## src/rtl/tkbt_pkg.sv

```systemverilog
// Shared types and constants for the touch key baseline tracker.
// Holds the channel state, configuration, transaction and decision types.
// No dependencies.
package tkbt_pkg;

    localparam int CHANNELS     = 2;
    localparam int CHANNEL_BITS = 1;
    localparam int SAMPLE_BITS  = 10;
    localparam int COUNT_BITS   = 8;
    localparam int CFG_IDX_BITS = 2;
    localparam int CFG_DATA_BITS = 10;

    localparam logic [SAMPLE_BITS-1:0] LEVEL_MAX = {SAMPLE_BITS{1'b1}};

    localparam logic [SAMPLE_BITS-1:0] PRESS_THRESHOLD_RST   = SAMPLE_BITS'(40);
    localparam logic [SAMPLE_BITS-1:0] RELEASE_THRESHOLD_RST = SAMPLE_BITS'(20);
    localparam logic [SAMPLE_BITS-1:0] CHANGE_THRESHOLD_RST  = SAMPLE_BITS'(20);
    localparam logic [COUNT_BITS-1:0]  SETTLE_LIMIT_RST      = COUNT_BITS'(20);

    typedef enum logic [1:0] {
        DEC_RELEASED = 2'd0,
        DEC_PRESSED  = 2'd1,
        DEC_HOLD     = 2'd2
    } decision_t;

    typedef enum logic [CFG_IDX_BITS-1:0] {
        CFG_PRESS_THRESHOLD   = 2'd0,
        CFG_RELEASE_THRESHOLD = 2'd1,
        CFG_CHANGE_THRESHOLD  = 2'd2,
        CFG_SETTLE_LIMIT      = 2'd3
    } cfg_index_t;

    typedef struct packed {
        logic [SAMPLE_BITS-1:0] press_threshold;
        logic [SAMPLE_BITS-1:0] release_threshold;
        logic [SAMPLE_BITS-1:0] change_threshold;
        logic [COUNT_BITS-1:0]  settle_limit;
    } cfg_t;

    typedef struct packed {
        logic [CHANNEL_BITS-1:0] channel;
        logic [SAMPLE_BITS-1:0]  raw_sample;
        logic                    track;
    } item_t;

    typedef struct packed {
        logic [1:0]             decision;
        logic                   key_pressed;
        logic [SAMPLE_BITS-1:0] zero_level;
    } result_t;

    typedef struct packed {
        logic [SAMPLE_BITS-1:0] baseline;
        logic [SAMPLE_BITS-1:0] previous_level;
        logic [COUNT_BITS-1:0]  settle_count;
        logic                   pressed;
    } chan_state_t;

    localparam chan_state_t CHAN_STATE_RST = '{
        baseline:       LEVEL_MAX,
        previous_level: LEVEL_MAX,
        settle_count:   '0,
        pressed:        1'b0
    };

endpackage

```

## src/rtl/tkbt_if.sv

```systemverilog
// Valid/ready channel interfaces for the touch key baseline tracker.
// Depends on tkbt_pkg for field widths.
interface tkbt_in_if;
    logic                               valid;
    logic                               ready;
    logic [tkbt_pkg::CHANNEL_BITS-1:0]  channel;
    logic [tkbt_pkg::SAMPLE_BITS-1:0]   raw_sample;
    logic                               track;

    modport source (output valid, output channel, output raw_sample, output track,
                    input ready);
    modport sink   (input valid, input channel, input raw_sample, input track,
                    output ready);
endinterface

interface tkbt_out_if;
    logic                               valid;
    logic                               ready;
    logic [1:0]                         decision;
    logic                               key_pressed;
    logic [tkbt_pkg::SAMPLE_BITS-1:0]   zero_level;

    modport source (output valid, output decision, output key_pressed, output zero_level,
                    input ready);
    modport sink   (input valid, input decision, input key_pressed, input zero_level,
                    output ready);
endinterface

```

## src/rtl/tkbt_state.sv

```systemverilog
// Per-channel state registers: baseline, previous level, settle count, key state.
// One combinational read port and one write port. Depends on tkbt_pkg.
module tkbt_state
(
    input  logic                               clk,
    input  logic                               rst_n,
    input  logic [tkbt_pkg::CHANNEL_BITS-1:0]  rd_channel,
    output tkbt_pkg::chan_state_t              rd_state,
    input  logic                               wr_en,
    input  logic [tkbt_pkg::CHANNEL_BITS-1:0]  wr_channel,
    input  tkbt_pkg::chan_state_t              wr_state
);

    tkbt_pkg::chan_state_t state_reg [tkbt_pkg::CHANNELS];
    tkbt_pkg::chan_state_t state_next [tkbt_pkg::CHANNELS];

    always_comb
    begin
        for (int i = 0; i < tkbt_pkg::CHANNELS; i++)
        begin
            state_next[i] = state_reg[i];
            if (wr_en && (int'(wr_channel) == i))
            begin
                state_next[i] = wr_state;
            end
        end
    end

    always_ff @(posedge clk or negedge rst_n)
    begin
        if (!rst_n)
        begin
            for (int i = 0; i < tkbt_pkg::CHANNELS; i++)
            begin
                state_reg[i] <= tkbt_pkg::CHAN_STATE_RST;
            end
        end
        else
        begin
            for (int i = 0; i < tkbt_pkg::CHANNELS; i++)
            begin
                state_reg[i] <= state_next[i];
            end
        end
    end

    assign rd_state = state_reg[rd_channel];

endmodule

```

## src/rtl/tkbt_core.sv

```systemverilog
// Combinational step: classifies one sample with hysteresis and applies the
// auto-zero rule to the channel state. Depends on tkbt_pkg.
module tkbt_core
(
    input  tkbt_pkg::cfg_t         cfg,
    input  tkbt_pkg::item_t        item,
    input  tkbt_pkg::chan_state_t  cur_state,
    output tkbt_pkg::chan_state_t  new_state,
    output logic                   state_wr,
    output tkbt_pkg::result_t      result
);

    logic [tkbt_pkg::SAMPLE_BITS-1:0] level;
    logic [tkbt_pkg::SAMPLE_BITS-1:0] rise;
    logic [tkbt_pkg::SAMPLE_BITS-1:0] diff;
    logic [tkbt_pkg::COUNT_BITS-1:0]  count_inc;
    logic                             fell;
    logic                             in_range;
    tkbt_pkg::decision_t              dec;

    always_comb
    begin
        in_range = (int'(item.channel) < tkbt_pkg::CHANNELS);

        // Touching lowers the raw reading, so the inverted level rises.
        level = tkbt_pkg::LEVEL_MAX - item.raw_sample;
        rise  = level - cur_state.baseline;

        if (level < cur_state.baseline)
        begin
            dec = tkbt_pkg::DEC_RELEASED;
        end
        else if (rise >= cfg.press_threshold)
        begin
            dec = tkbt_pkg::DEC_PRESSED;
        end
        else if (rise <= cfg.release_threshold)
        begin
            dec = tkbt_pkg::DEC_RELEASED;
        end
        else
        begin
            dec = tkbt_pkg::DEC_HOLD;
        end

        new_state = cur_state;
        case (dec)
            tkbt_pkg::DEC_RELEASED: new_state.pressed = 1'b0;
            tkbt_pkg::DEC_PRESSED:  new_state.pressed = 1'b1;
            default:                new_state.pressed = cur_state.pressed;
        endcase

        fell      = level < cur_state.previous_level;
        diff      = fell ? (cur_state.previous_level - level)
                         : (level - cur_state.previous_level);
        count_inc = cur_state.settle_count + tkbt_pkg::COUNT_BITS'(1);

        if (item.track)
        begin
            if (diff >= cfg.change_threshold)
            begin
                new_state.settle_count = '0;
                if (fell)
                begin
                    new_state.baseline = level;
                end
            end
            else if (count_inc >= cfg.settle_limit)
            begin
                new_state.settle_count = '0;
                new_state.baseline     = cur_state.previous_level;
            end
            else
            begin
                new_state.settle_count = count_inc;
            end
            new_state.previous_level = level;
        end

        state_wr = in_range;
        if (in_range)
        begin
            result.decision    = dec;
            result.key_pressed = new_state.pressed;
            result.zero_level  = new_state.baseline;
        end
        else
        begin
            result.decision    = tkbt_pkg::DEC_HOLD;
            result.key_pressed = 1'b0;
            result.zero_level  = '0;
        end
    end

endmodule

```

## src/rtl/touch_key_baseline_tracker_unit.sv

```systemverilog
// Top level of the touch key baseline tracker: input register, step logic,
// result register and configuration registers.
// Depends on tkbt_pkg, tkbt_if, tkbt_state and tkbt_core.
//
//   Port       Direction  Payload                                  Handshake
//   in_ch      sink       channel, raw_sample, track               valid/ready
//   out_ch     source     decision, key_pressed, zero_level        valid/ready
//   cfg_*      sink       cfg_index (2 bits), cfg_wdata (10 bits)  cfg_we only
//
// Each transaction passes through the input register and then lands in the
// result register; one transaction is taken per cycle while the output is not
// stalled. The channel state is read and written back in the cycle that moves the
// input register into the result register, so a transaction on the same channel
// right behind it sees the updated state. Reset (rst_n, asynchronous) sets the
// thresholds to their defaults and every channel baseline and previous level to
// full scale. A stalled output holds the result register; the input register
// still takes one more transaction, after which in_ch.ready drops.
module touch_key_baseline_tracker_unit
(
    input  logic                                clk,
    input  logic                                rst_n,
    input  logic                                cfg_we,
    input  logic [tkbt_pkg::CFG_IDX_BITS-1:0]   cfg_index,
    input  logic [tkbt_pkg::CFG_DATA_BITS-1:0]  cfg_wdata,
    tkbt_in_if.sink                             in_ch,
    tkbt_out_if.source                          out_ch
);

    // Configuration registers.
    tkbt_pkg::cfg_t cfg_reg;
    tkbt_pkg::cfg_t cfg_next;

    // Input stage and result stage.
    logic                  s1_valid_reg;
    logic                  s1_valid_next;
    tkbt_pkg::item_t       s1_item_reg;
    logic                  out_valid_reg;
    logic                  out_valid_next;
    tkbt_pkg::result_t     out_result_reg;

    logic                  out_free;
    logic                  s1_adv;
    logic                  in_accept;

    tkbt_pkg::chan_state_t cur_state;
    tkbt_pkg::chan_state_t new_state;
    logic                  state_wr;
    tkbt_pkg::result_t     step_result;

    always_comb
    begin
        cfg_next = cfg_reg;
        if (cfg_we)
        begin
            case (tkbt_pkg::cfg_index_t'(cfg_index))
                tkbt_pkg::CFG_PRESS_THRESHOLD:
                    cfg_next.press_threshold = cfg_wdata;
                tkbt_pkg::CFG_RELEASE_THRESHOLD:
                    cfg_next.release_threshold = cfg_wdata;
                tkbt_pkg::CFG_CHANGE_THRESHOLD:
                    cfg_next.change_threshold = cfg_wdata;
                tkbt_pkg::CFG_SETTLE_LIMIT:
                    cfg_next.settle_limit = cfg_wdata[tkbt_pkg::COUNT_BITS-1:0];
                default:
                    cfg_next = cfg_reg;
            endcase
        end
    end

    always_ff @(posedge clk or negedge rst_n)
    begin
        if (!rst_n)
        begin
            cfg_reg.press_threshold   <= tkbt_pkg::PRESS_THRESHOLD_RST;
            cfg_reg.release_threshold <= tkbt_pkg::RELEASE_THRESHOLD_RST;
            cfg_reg.change_threshold  <= tkbt_pkg::CHANGE_THRESHOLD_RST;
            cfg_reg.settle_limit      <= tkbt_pkg::SETTLE_LIMIT_RST;
        end
        else
        begin
            cfg_reg <= cfg_next;
        end
    end

    // The result register is free when empty or when its transaction leaves
    // this cycle; the input register moves forward whenever it is free.
    assign out_free  = !out_valid_reg || out_ch.ready;
    assign s1_adv    = s1_valid_reg && out_free;
    assign in_ch.ready = !s1_valid_reg || out_free;
    assign in_accept = in_ch.valid && in_ch.ready;

    always_comb
    begin
        s1_valid_next = s1_valid_reg;
        if (in_accept)
        begin
            s1_valid_next = 1'b1;
        end
        else if (s1_adv)
        begin
            s1_valid_next = 1'b0;
        end

        out_valid_next = out_valid_reg;
        if (s1_adv)
        begin
            out_valid_next = 1'b1;
        end
        else if (out_ch.ready)
        begin
            out_valid_next = 1'b0;
        end
    end

    always_ff @(posedge clk or negedge rst_n)
    begin
        if (!rst_n)
        begin
            s1_valid_reg  <= 1'b0;
            out_valid_reg <= 1'b0;
        end
        else
        begin
            s1_valid_reg  <= s1_valid_next;
            out_valid_reg <= out_valid_next;
        end
    end

    // Payload registers carry no reset.
    always_ff @(posedge clk)
    begin
        if (in_accept)
        begin
            s1_item_reg.channel    <= in_ch.channel;
            s1_item_reg.raw_sample <= in_ch.raw_sample;
            s1_item_reg.track      <= in_ch.track;
        end
        if (s1_adv)
        begin
            out_result_reg <= step_result;
        end
    end

    tkbt_state u_state
    (
        .clk        (clk),
        .rst_n      (rst_n),
        .rd_channel (s1_item_reg.channel),
        .rd_state   (cur_state),
        .wr_en      (s1_adv && state_wr),
        .wr_channel (s1_item_reg.channel),
        .wr_state   (new_state)
    );

    tkbt_core u_core
    (
        .cfg       (cfg_reg),
        .item      (s1_item_reg),
        .cur_state (cur_state),
        .new_state (new_state),
        .state_wr  (state_wr),
        .result    (step_result)
    );

    assign out_ch.valid       = out_valid_reg;
    assign out_ch.decision    = out_result_reg.decision;
    assign out_ch.key_pressed = out_result_reg.key_pressed;
    assign out_ch.zero_level  = out_result_reg.zero_level;

endmodule
```

## src/flat_wrapper.sv

```systemverilog
// flat-port wrapper written by rule: the top's interface ports become plain ports
module touch_key_baseline_tracker_unit_flat 
  (clk, rst_n, cfg_we, cfg_index, cfg_wdata, in_ch_valid, in_ch_channel, in_ch_raw_sample, in_ch_track, in_ch_ready, out_ch_valid, out_ch_decision, out_ch_key_pressed, out_ch_zero_level, out_ch_ready);
  tkbt_in_if in_ch_i ();
  tkbt_out_if out_ch_i ();
  input  logic clk;
  input  logic rst_n;
  input  logic cfg_we;
  input  logic [tkbt_pkg::CFG_IDX_BITS-1:0] cfg_index;
  input  logic [tkbt_pkg::CFG_DATA_BITS-1:0] cfg_wdata;
  input wire logic [$bits(in_ch_i.valid)-1:0] in_ch_valid;
  input wire logic [$bits(in_ch_i.channel)-1:0] in_ch_channel;
  input wire logic [$bits(in_ch_i.raw_sample)-1:0] in_ch_raw_sample;
  input wire logic [$bits(in_ch_i.track)-1:0] in_ch_track;
  output wire logic [$bits(in_ch_i.ready)-1:0] in_ch_ready;
  output wire logic [$bits(out_ch_i.valid)-1:0] out_ch_valid;
  output wire logic [$bits(out_ch_i.decision)-1:0] out_ch_decision;
  output wire logic [$bits(out_ch_i.key_pressed)-1:0] out_ch_key_pressed;
  output wire logic [$bits(out_ch_i.zero_level)-1:0] out_ch_zero_level;
  input wire logic [$bits(out_ch_i.ready)-1:0] out_ch_ready;
  assign in_ch_i.valid = in_ch_valid;
  assign in_ch_i.channel = in_ch_channel;
  assign in_ch_i.raw_sample = in_ch_raw_sample;
  assign in_ch_i.track = in_ch_track;
  assign in_ch_ready = in_ch_i.ready;
  assign out_ch_valid = out_ch_i.valid;
  assign out_ch_decision = out_ch_i.decision;
  assign out_ch_key_pressed = out_ch_i.key_pressed;
  assign out_ch_zero_level = out_ch_i.zero_level;
  assign out_ch_i.ready = out_ch_ready;
  touch_key_baseline_tracker_unit u_core (.clk(clk), .rst_n(rst_n), .cfg_we(cfg_we), .cfg_index(cfg_index), .cfg_wdata(cfg_wdata), .in_ch(in_ch_i), .out_ch(out_ch_i));
endmodule
```

## config.mk

```make
export PLATFORM = sky130hd
export DESIGN_NAME = touch_key_baseline_tracker_unit_flat
export DESIGN_NICKNAME = d
export VERILOG_FILES = /design/src/rtl/tkbt_pkg.sv /design/src/rtl/tkbt_if.sv /design/src/rtl/tkbt_state.sv /design/src/rtl/tkbt_core.sv /design/src/rtl/touch_key_baseline_tracker_unit.sv /design/src/flat_wrapper.sv
export SDC_FILE = /design/constraint.sdc
export NUM_CORES = 1
export LEC_CHECK = 0
export BUFFER_PORTS_ARGS = -buffer_cell sky130_fd_sc_hd__buf_2
export CAP_MARGIN = 20
export CORE_MARGIN = 2
export CORE_UTILIZATION = 40
export DETAILED_ROUTE_END_ITERATION = 8
export SKIP_CTS_REPAIR_TIMING = 1
export SYNTH_ARGS = -nofsm -noshare
export SYNTH_HDL_FRONTEND = slang
export SYNTH_HIERARCHICAL = 1
export SYNTH_SLANG_ARGS = --single-unit
```

## constraint.sdc

```tcl
create_clock -name clk -period 5.2 [get_ports clk]
set_input_delay 0.26 -clock clk [delete_from_list [all_inputs] [get_ports clk]]
set_output_delay 0.26 -clock clk [all_outputs]
set_load 0.02 [all_outputs]
```

==> results of run 1 <==
==> cells in the mapped netlist, types with 10 or more instances <==
library cell,number
nand2_1,31
buf_4,15
xnor2_1,13
inv_1,72
ha_1,68
nor2b_1,11
dfrtp_1,50
edfxtp_1,25
nand2b_1,10
nor2_1,22
dfstp_2,48
a21oi_1,35
mux2i_1,15
mux2_2,87
mux2_4,40
o221ai_2,10
a21o_1,13
o21ai_1,10
==> per-layer routing <==
layer | wire, um | global-route usage | vias up
li1 | - | - | 2529
met1 | 8180 | 0.220 | 2592
met2 | 9330 | 0.315 | 84
met3 | 449 | 0.0350 | 34
met4 | 547 | 0.0748 | 0
met5 | 0 | 0 | -
==> logic make-up after synthesis <==
logic type,after synthesis,share of synthesized area
buffers and inverters,107,0.0690
AO/OA/AOI/OAI,113,0.106
other,1,0.000463
XOR/XNOR,19,0.0205
multiplexers,143,0.215
adder cells (fa/ha/maj),71,0.112
flip-flops,123,0.403
AND/OR/NAND/NOR,111,0.0735
==> cell type report <==
| type | count | area [sq um] | share of cell area |
|---|---|---|---|
| clock buffer | 19 | 443 | 0.0487 |
| timing repair buffer | 61 | 375 | 0.0413 |
| clock inverter | 13 | 115 | 0.0127 |
| tap | 270 | 338 | 0.0371 |
| inverter | 73 | 274 | 0.0301 |
| multi-input combinational | 458 | 4290 | 0.471 |
| sequential | 123 | 3260 | 0.359 |
==> worst paths after layout <==
path                                                          startpoint  slack [ns]  depth (start not counted)                                       end
worst max-delay path                    u_core/s1_item_reg[11]$_DFFE_PP_        0.28                         19  u_core/u_state/state_reg[23]$_DFFE_PN1P_
worst min-delay path                                 in_ch_raw_sample[9]        0.02                          1          u_core/s1_item_reg[10]$_DFFE_PP_
worst max register to register          u_core/s1_item_reg[11]$_DFFE_PP_        0.28                         19  u_core/u_state/state_reg[23]$_DFFE_PN1P_
worst min register to register  u_core/u_state/state_reg[36]$_DFFE_PN0P_        0.50                          1  u_core/u_state/state_reg[36]$_DFFE_PN0P_
max in group asynchronous                                          rst_n        3.71                          3   u_core/u_state/state_reg[6]$_DFFE_PN0P_
min in group asynchronous                                          rst_n        0.41                          2            u_core/cfg_reg[26]$_DFFE_PN0P_
==> stage by stage <==
stage	hold slack, ns	setup TNS (ns)	setup slack (ns)	utilization	cell area [sq um]
finish	0.0187	0	0.280	0.454	9090
global route	0.00139	0	0.0259	0.454	9090
CTS	-0.132	-0.901	-0.0752	0.450	9020
detailed placement	0.319	-0.153	-0.0405	0.422	8470
global placement	0.307	0	0.0757	0.422	8470
floorplan	-0.0356	0	0.564	-	8100
==> worst reg2reg max path, delay by kind of cell (launching register included) <==
family	cells	cell delay, ns
multiplexers	3	0.77
AND/OR/NAND/NOR	1	0.30
flip-flops	1	0.41
buffers and inverters	3	0.49
AO/OA/AOI/OAI	9	2.03
XOR/XNOR	1	0.17
adder cells (fa/ha/maj)	2	0.67
==> power by group <==
part	internal [uW]	switching, uW	total (uW)
clock network	671	450	1120
logic	1220	1480	2700
registers	1390	141	1530
total	3280	2070	5350
==> metrics.cfg, run 1 <==
[global_routing]
grt-ovfl-total=0
grt_pass1_wl_um=30100
grt_max_degree=51
grt_usage=0.181
antenna_found_initial=0
grt_pass1_vias=5789

[final_layout]
fin_cells=1017
mostFrequentLayoutCells=87 x mux2_2, 72 x inv_1, 68 x ha_1, 50 x dfrtp_1, 48 x dfstp_2
nFillCells=1917
drive_gt1_frac=0.394
layout_commonest_cell=mux2_2
largest_reg_flops=58
antennaDiodeCount=0
layout.nets=834
area_growth_pct=12.3

[yosys]
synth_area_sq_mm=0.00810
synth_edf_count=25
synth_area_leaders=dfstp_2 16%, dfrtp_1 15%, mux2_2 12%
synthArstFlopShare=0.797
yosysUniqueCellTypes=70
synth_seq_cells=123
synthesis.nets=788
synth_top_flop_cell=dfrtp_1
synth_top_cell_area_share=0.156
synth_cells=688
yosysSeqAreaShare=0.403
synth.largest_area_cell=dfstp_2
synth_area_per_cell_sq_um=11.8
yosys_warnings=6

[floorplanning]
core_area_sq_mm=0.0200
die_h_um=146
initial_core_util=0.404
die-width_um=146
fp-row-count=52
die-area_sq_mm=0.0214
io_pins=44

[routing]
vias=5239
first_pass_iters=4
drt_iter0_markers=296
ant_nets=0
postRouteWirelength_um=18500
route.detailed.drc=0
wire_per_inst_um=18.2
vias_per_cell=5.15

[worst_hold_path]
worstHoldPathType=input port to flop

[critical_path]
cp-start-kind=flop
worstSetupPathType=flop to flop
end_kind=flop
path_buf_inv=3
crit_chain=buf_12 -> mux2_2 -> inv_1 -> ha_1 -> a21oi_1 -> o21ai_2 -> a311oi_4 -> buf_4 -> mux2i_1 -> xor2_1 -> ha_1 -> a21o_1 -> a31oi_1 -> o21ai_1 -> a211o_1 -> a21o_1 -> nand3_2 -> o221ai_2 -> mux2_4
slowest_stage=a311oi_4
cpPeakStageDelay_ns=0.47
cp.required_ns=5.54
crit_arrival_ns=5.26
crit_fanout=10
cp_top_family=compound AO/OA/AOI/OAI gates

[clock_network]
clockBufferDepth=2
cts.sinks=123
tritoncts=done
cts_root_buf=clkbuf_16
cts-htree-levels=4
insertion_delay_ns=0.41
numCtsBuffers=17
clkTransAtPathRegs_ns=0.06

[sta]
min_period_ns=4.92
final_max_slew_viol_count=0
max_freq_mhz=203
tightest_slew_ns=0.858
setup-violations-final=0
hold_violations=0
grt_setup_unrepaired=no
skew_ns=0.00647
relSlewSlack=0.426
period_share=0.946

[power]
leakage_uw=0.00418
finalPower_uw=5350
p_per_area_mw_per_mm2=589
vdd_drop_max_v=0.000318

[placement]
place.gp.congestion=0.883
hpwl_um=13600
dp.cells=979
numPortBuffers=43

[status]
status=complete, no violations

[run]
max_cap_violations=0

No activity file was read; power rests on OpenSTA's default activity.
==> run 2, diff against run 1 <==
--- a/config.mk
+++ b/config.mk
@@ -5,6 +5,7 @@
 export SDC_FILE = /design/constraint.sdc
 export NUM_CORES = 1
 export LEC_CHECK = 0
+export ABC_AREA = 1
 export BUFFER_PORTS_ARGS = -buffer_cell sky130_fd_sc_hd__buf_2
 export CAP_MARGIN = 20
 export CORE_MARGIN = 2
==> constraint.sdc (replaced) <==
create_clock -name clk -period 5.2 [get_ports clk]
set_input_delay 0.52 -clock clk [delete_from_list [all_inputs] [get_ports clk]]
set_output_delay 0.52 -clock clk [all_outputs]
set_load 0.02 [all_outputs]
==> run 2 against run 1 <==
Against the previous run: non-clock buffer count is 8 lower; synthesized area grew 7.8%; first-iteration DRC count increased by 98%; routed wire length increased by 18%; final cell count up 45%; clock-buffer cell count decreased by 1; highest routed layer unchanged.
==> metrics.cfg, run 2 <==
[power]
leakage_uw=0.00489  ; +17%
p_seq_frac=0.291  ; +0.005
internal-power_uw=2880  ; -12%
pwr-share-clk=0.234  ; +0.025
p_comb_frac=0.475  ; -0.029
vdd_drop_max_v=0.000255  ; -20%
sw_frac_of_total=0.424  ; +0.0363
switchingPower_uw=2110  ; +2.0%
p_per_area_mw_per_mm2=524  ; -11%

[sta]
setup-violations-final=0  ; unchanged
setup_tns_ns=0  ; unchanged
relSlewSlack=0.315  ; -0.112
skew_ns=0.00794  ; +0.00148 ns
hold_violations=0  ; unchanged
min_period_ns=4.66  ; -0.257 ns
final_max_slew_viol_count=0  ; unchanged
period_share=0.897  ; -0.0494
tightest_slew_ns=1.03  ; +0.169 ns
max_freq_mhz=214  ; +5.5%
grt_setup_unrepaired=no

[final_layout]
drive_gt1_frac=0.134  ; -0.260
layout.nets=1278  ; +53%
final_util=0.440  ; -0.0136
nFillCells=2219  ; +16%
antennaDiodeCount=0  ; unchanged
mostFrequentLayoutCells=407 x nand2_1, 160 x inv_1, 112 x nand3_1, 68 x ha_1, 54 x o21ai_0
fin_cells=1471  ; +45%
area_growth_pct=8.97
largest_reg_flops=58  ; unchanged
layout_commonest_cell=nand2_1

[yosys]
synth_cells=1170  ; +70%
synth.largest_area_cell=nand2_1
ys_top_cells_by_count=407 x nand2_1, 160 x inv_1, 112 x nand3_1
synthArstFlopShare=0.797  ; unchanged
yosysUniqueCellTypes=43  ; -39%
synth_area_sq_mm=0.00873  ; +7.8%
synth_area_per_cell_sq_um=7.47  ; -37%
synth_area_leaders=nand2_1 17%, dfstp_2 14%, dfrtp_1 14%
synth_most_common_cell=nand2_1
synth_top_cell_area_share=0.175  ; +0.0192
synth_top_flop_cell=dfrtp_1
synthesis.nets=1270  ; +61%
yosys_warnings=6  ; unchanged
yosysSeqAreaShare=0.374  ; -0.0293
synth_seq_cells=123  ; unchanged
synth_edf_count=25  ; unchanged

[floorplanning]
initial_core_util=0.404  ; about the same
core_area_sq_mm=0.0216  ; +7.9%
die_h_um=152  ; +3.7%
die-area_sq_mm=0.0230  ; +7.6%
io_pins=44  ; unchanged
fp-row-count=54  ; +3.8%
die-width_um=152  ; +3.7%

[global_routing]
grt_max_degree=71  ; +39%
grt_pass1_vias=6894  ; +19%
antenna_found_initial=0  ; unchanged
grt_usage=0.199  ; +0.0182
grt_pass1_wl_um=35500  ; +18%
grt-ovfl-total=0  ; unchanged

[critical_path]
rrSetupSlack_ns=0.54  ; +0.26 ns
crit_fanout=70  ; +60
r2r_end=u_core/u_state/state_reg[3]$_DFFE_PN0P_
worstSetupPathType=flop to flop
worstReg2RegStart=u_core/s1_item_reg[11]$_DFFE_PP_
cp.required_ns=5.56  ; +0.02 ns
rr_worst_depth=24  ; +5
cp-start-kind=flop
end_kind=flop
crit_arrival_ns=5.02  ; -0.24 ns

[clock_network]
numCtsBuffers=17  ; unchanged
cts_root_buf=clkbuf_16
insertion_delay_ns=0.42  ; about the same
cts.sinks=123  ; unchanged
clockBufferDepth=2  ; unchanged
tritoncts=done
cts-htree-levels=4  ; unchanged
clkTransAtPathRegs_ns=0.06  ; about the same

[routing]
drt_iter0_markers=587  ; +98%
first_pass_iters=5  ; +1
vias=7414  ; +42%
ant_nets=0  ; unchanged
route.detailed.drc=0  ; unchanged
wire_per_inst_um=14.9  ; -18%
postRouteWirelength_um=21900  ; +18%
vias_per_cell=5.04  ; -2.2%

[worst_hold_path]
worstHoldPathType=input port to asynchronous set/reset pin

[status]
status=complete, no violations

[placement]
hpwl_um=15500  ; +14%
numPortBuffers=43  ; unchanged
dp.cells=1438  ; +47%
place.gp.congestion=0.888  ; +0.60%

[run]
max_cap_violations=0  ; unchanged

run 2: changes by cell type after synthesis, sizes merged, moves of 39 or more:
cell	delta
nand2	+390
mux2	-128
nand3	+108
inv	+89
nand4	+41
o21ai	+39
run 2: critical path: stages (launching register included):
cell and delay (ns):
edfxtp_1 0.41, buf_12 0.22, o21ai_0 0.39, inv_1 0.14
ha_1 0.38, nand2_1 0.16, inv_1 0.09, a21oi_4 0.34
nand3_4 0.24, inv_2 0.17, nand2_1 0.08, nand2_1 0.06
nand2_1 0.04, nand2_1 0.06, inv_1 0.04, ha_1 0.27
nand2_1 0.07, a21oi_1 0.06, nor2_1 0.17, nand2_1 0.08
nor2_1 0.19, nand3b_1 0.34, o21ai_0 0.35, nand3_1 0.11
nand2_1 0.10
run 2: cell type report:
class	instances	area, sq um	area share
well taps	280	350	0.0368
clock buffers	18	429	0.0451
multi-input cells	821	4420	0.464
flip-flops and latches	123	3260	0.343
clock inverters	14	146	0.0154
repair buffers	53	305	0.0321
inverters	162	608	0.0639
run 2: how the worst max path moves through the flow:
| stage | from | to | slack, ns | cells after the start |
|---|---|---|---|---|
| 2_1_floorplan | u_core/s1_item_reg[11]$_DFFE_PP_ | u_core/out_ch.zero_level[0]$_DFFE_PP_ | 1.39 | 29 |
| 3_3_place_gp | u_core/s1_item_reg[11]$_DFFE_PP_ | u_core/u_state/state_reg[32]$_DFFE_PN0P_ | 0.55 | 24 |
| 3_5_place_dp | u_core/s1_item_reg[11]$_DFFE_PP_ | u_core/u_state/state_reg[3]$_DFFE_PN0P_ | 0.47 | 24 |
| 4_1_cts | u_core/s1_item_reg[11]$_DFFE_PP_ | u_core/u_state/state_reg[32]$_DFFE_PN0P_ | 0.43 | 24 |
| 5_1_grt | u_core/s1_item_reg[11]$_DFFE_PP_ | u_core/u_state/state_reg[31]$_DFFE_PN0P_ | 0.10 | 19 |
| 6_report | u_core/s1_item_reg[11]$_DFFE_PP_ | u_core/u_state/state_reg[3]$_DFFE_PN0P_ | 0.54 | 24 |
run 2: power groups by stage:
stage / combinational [uW] / clock (uW) / sequential, uW
final: 2370 / 1170 / 1450
after global routing: 2700 / 1240 / 1490
after CTS: 2360 / 1200 / 1460
after detailed placement: 2350 / 0 / 1470
after global placement: 2310 / 0 / 1460
after floorplan: 1850 / 0 / 1490
run 2: cells by family (layout without fill, tap and decap cells):
family / after synthesis / in the layout / synth area share
and+or+nand+nor: 620 / 621 / 0.308
adders and majority gates: 71 / 71 / 0.104
AOI/OAI and AO/OA: 109 / 109 / 0.0710
xor gates and xnor gates: 17 / 17 / 0.0170
muxes: 2 / 2 / 0.00229
buffers and inverters: 227 / 247 / 0.123
other: 1 / 1 / 0.000429
DFF: 123 / 123 / 0.374
run 2: layer usage:
| layer | track usage | up-vias | share of wire |
|---|---|---|---|
| met4 | 0.0639 | 0 | 0.017 |
| met1 | 0.266 | 3497 | 0.47 |
| li1 | - | 3757 | - |
| met2 | 0.329 | 136 | 0.48 |
| met3 | 0.0326 | 24 | 0.034 |
| met5 | 0 | - | 0 |
run 2: stage by stage:
stage | area, sq um | worst slack (ns) | hold slack, ns | total power (uW)
floorplan | 8730 | 1.39 | 0.224 | 3340
global placement | 8930 | 0.554 | 0.449 | 3780
detailed placement | 8930 | 0.473 | 0.453 | 3810
CTS | 9510 | 0.435 | 0.244 | 5020
global route | 9520 | 0.104 | 0.255 | 5430
finish | 9520 | 0.537 | 0.204 | 4990
==> run 3, diff against run 2 <==
--- a/config.mk
+++ b/config.mk
@@ -14,5 +14,4 @@
 export SKIP_CTS_REPAIR_TIMING = 1
 export SYNTH_ARGS = -nofsm -noshare
 export SYNTH_HDL_FRONTEND = slang
-export SYNTH_HIERARCHICAL = 1
 export SYNTH_SLANG_ARGS = --single-unit
==> run 3 against run 2 <==
Against the previous run: synthesized area is 6.3% lower; routed wire length shrank 0.29%; via count is 3.8% lower; critical endpoint is now u_core.out_ch.zero_level[7]$_DFFE_PP_; largest cell class unchanged.
==> metrics.cfg, run 3 <==
[power]
leakage_uw=0.00488  ; -0.22%
finalPower_uw=5180  ; +3.8%
p_per_area_mw_per_mm2=555  ; +5.8%
vdd_drop_max_v=0.000247  ; -3.4%

[clock_network]
tritoncts=done
clockBufferDepth=2  ; unchanged
cts.sinks=123  ; unchanged
insertion_delay_ns=0.43  ; about the same
numCtsBuffers=17  ; unchanged
cts-htree-levels=4  ; unchanged
cts_root_buf=clkbuf_16
clkTransAtPathRegs_ns=0.06  ; about the same

[floorplanning]
core_area_sq_mm=0.0202  ; -6.7%
io_pins=44  ; unchanged
die-width_um=147  ; -3.1%
die-area_sq_mm=0.0216  ; -6.2%
initial_core_util=0.406  ; +0.00165
fp-row-count=52  ; -3.7%
die_h_um=147  ; -3.1%

[placement]
pre_cts_slack_ns=0.410  ; -0.0631 ns
dp.cells=1400  ; -2.6%
numPortBuffers=43  ; unchanged
place.gp.congestion=0.891  ; +0.26%
hpwl_um=15900  ; +2.5%

[sta]
relSlewSlack=0.460  ; +0.145
max_freq_mhz=211  ; -1.4%
fin_ws_ns=0.470  ; -0.0668 ns
tightest_slew_ns=0.809  ; -0.218 ns
grt_setup_unrepaired=no
hold_violations=0  ; unchanged
final_max_slew_viol_count=0  ; unchanged
skew_ns=0.0101  ; +0.00215 ns
min_period_ns=4.73  ; +0.0668 ns
setup_tns_ns=0  ; unchanged
setup-violations-final=0  ; unchanged
period_share=0.910  ; +0.0129

[yosys]
synth.largest_area_cell=nand2_1
synth_top_cell_area_share=0.182  ; +0.00678
yosysSeqAreaShare=0.399  ; +0.0253
yosys_warnings=0  ; -6
synth_most_common_cell=nand2_1
synth_area_per_cell_sq_um=7.40  ; -0.91%
synth_edf_count=25  ; unchanged
yosysUniqueCellTypes=36  ; -16%
synthArstFlopShare=0.797  ; unchanged
synthesis.nets=1206  ; -5.0%
synth_cells=1106  ; -5.5%
synth_top_flop_cell=dfrtp_1
synth_area_sq_mm=0.00818  ; -6.3%
synth_seq_cells=123  ; unchanged
synth_area_leaders=nand2_1 18%, dfstp_2 15%, dfrtp_1 15%
ys_top_cells_by_count=396 x nand2_1, 154 x inv_1, 89 x o21ai_0

[critical_path]
worstReg2RegStart=u_core.s1_item_reg[11]$_DFFE_PP_
end_kind=flop
rr_worst_depth=25  ; +4.2%
crit_arrival_ns=4.90  ; -0.12 ns
worstSetupPathType=flop to flop
worstSetupStartpoint=u_core.s1_item_reg[11]$_DFFE_PP_
rrSetupSlack_ns=0.47  ; -0.07 ns
cp-start-kind=flop
cp.required_ns=5.37  ; -0.19 ns
crit_fanout=12  ; -83%
r2r_end=u_core.out_ch.zero_level[7]$_DFFE_PP_

[routing]
wire_per_inst_um=15.2  ; +2.3%
vias_per_cell=4.97  ; -1.3%
vias=7130  ; -3.8%
first_pass_iters=5  ; unchanged
route.detailed.drc=0  ; unchanged
drt_iter0_markers=463  ; -21%
postRouteWirelength_um=21900  ; -0.29%
ant_nets=0  ; unchanged

[global_routing]
grt_max_degree=57  ; -20%
grt-ovfl-total=0  ; unchanged
grt_pass1_wl_um=35800  ; +0.66%
antenna_found_initial=1  ; +1
grt_pass1_vias=6945  ; +0.74%
grt_usage=0.211  ; +0.0123

[final_layout]
fin_cells=1434  ; -2.5%
antennaDiodeCount=0  ; unchanged
largest_reg_flops=58  ; unchanged
nFillCells=2073  ; -6.6%
final_util=0.463  ; +0.0226
mostFrequentLayoutCells=396 x nand2_1, 154 x inv_1, 89 x o21ai_0, 73 x nand3_1, 68 x ha_1
drive_gt1_frac=0.141  ; +0.00739
area_growth_pct=14.1
layout_commonest_cell=nand2_1
layout.nets=1251  ; -2.1%

[run]
max_cap_violations=0  ; unchanged

[status]
status=complete, no violations

[worst_hold_path]
worstHoldPathType=input port to asynchronous set/reset pin

==> run 3: cell types whose count changed after synthesis, moves of 10 or more <==
cell,delta
nand3_1,-38
nand2_2,-14
buf_4,-23
clkbuf_1,+14
buf_2,-10
nand4_1,-27
o21ai_0,+35
a21boi_0,+10
nand2_1,-11
==> run 3: logic make-up after synthesis <==
logic type / after synthesis / share of synthesized area
XOR/XNOR: 17 / 0.0182
flip-flops: 123 / 0.399
adder cells (fa/ha/maj): 71 / 0.111
AO/OA/AOI/OAI: 159 / 0.110
buffers and inverters: 196 / 0.0918
multiplexers: 1 / 0.00122
AND/OR/NAND/NOR: 539 / 0.269
==> run 3: metal layers <==
metal | vias up | global-route usage | wire (um)
met5 | - | 0 | 0
met4 | 0 | 0.0760 | 605
met3 | 45 | 0.0388 | 1160
met2 | 174 | 0.344 | 10100
met1 | 3290 | 0.283 | 10000
li1 | 3621 | - | -
==> run 3: power breakdown <==
| part | internal, uW | total, uW | switching, uW |
|---|---|---|---|
| sequential | 1380 | 1520 | 135 |
| combinational | 891 | 2490 | 1600 |
| clock | 710 | 1170 | 456 |
==> run 3: metrics by stage <==
step	area [sq um]	hold WS, ns
5_1_grt	9340	0.220
2_1_floorplan	8180	0.224
3_5_place_dp	8720	0.455
6_report	9340	0.148
4_1_cts	9290	0.183
3_3_place_gp	8720	0.454
==> run 3: worst max path at each step <==
stage | cells past startpoint | slack (ns) | to
2_1_floorplan | 23 | 1.35 | u_core.out_ch.zero_level[0]$_DFFE_PP_
3_3_place_gp | 23 | 0.47 | u_core.out_ch.zero_level[5]$_DFFE_PP_
3_5_place_dp | 22 | 0.41 | u_core.out_ch.zero_level[7]$_DFFE_PP_
4_1_cts | 24 | 0.39 | u_core.u_state.state_reg[52]$_DFFE_PN1P_
5_1_grt | 25 | 0.02 | u_core.out_ch.zero_level[0]$_DFFE_PP_
6_report | 25 | 0.47 | u_core.out_ch.zero_level[7]$_DFFE_PP_
==> run 3: cell type report <==
| cell class | instances | area [sq um] | area share |
|---|---|---|---|
| Clock buffer | 22 | 485 | 0.0520 |
| Inverter | 160 | 601 | 0.0643 |
| Clock inverter | 10 | 87.6 | 0.00938 |
| Tap cell | 270 | 338 | 0.0362 |
| Sequential cell | 123 | 3260 | 0.350 |
| Timing Repair Buffer | 62 | 380 | 0.0407 |
| Multi-Input combinational cell | 787 | 4180 | 0.448 |
==> run 3: worst max-delay path, stage by stage (launching register included) <==
cell	delay, ns
edfxtp_1	0.54
clkbuf_4	0.26
nand2_1	0.08
o21ai_0	0.07
buf_4	0.18
ha_1	0.41
nand2_1	0.15
nor2_1	0.22
nand2_1	0.28
nand3_2	0.27
inv_1	0.15
o21ai_0	0.22
xnor2_1	0.16
inv_1	0.06
ha_1	0.28
nand2_1	0.07
nand2_1	0.04
nand2_1	0.05
nand2_1	0.04
nand2_1	0.07
nand3_1	0.06
nor2_1	0.10
buf_4	0.19
nand2_1	0.25
nand2_1	0.17
a21boi_0	0.10
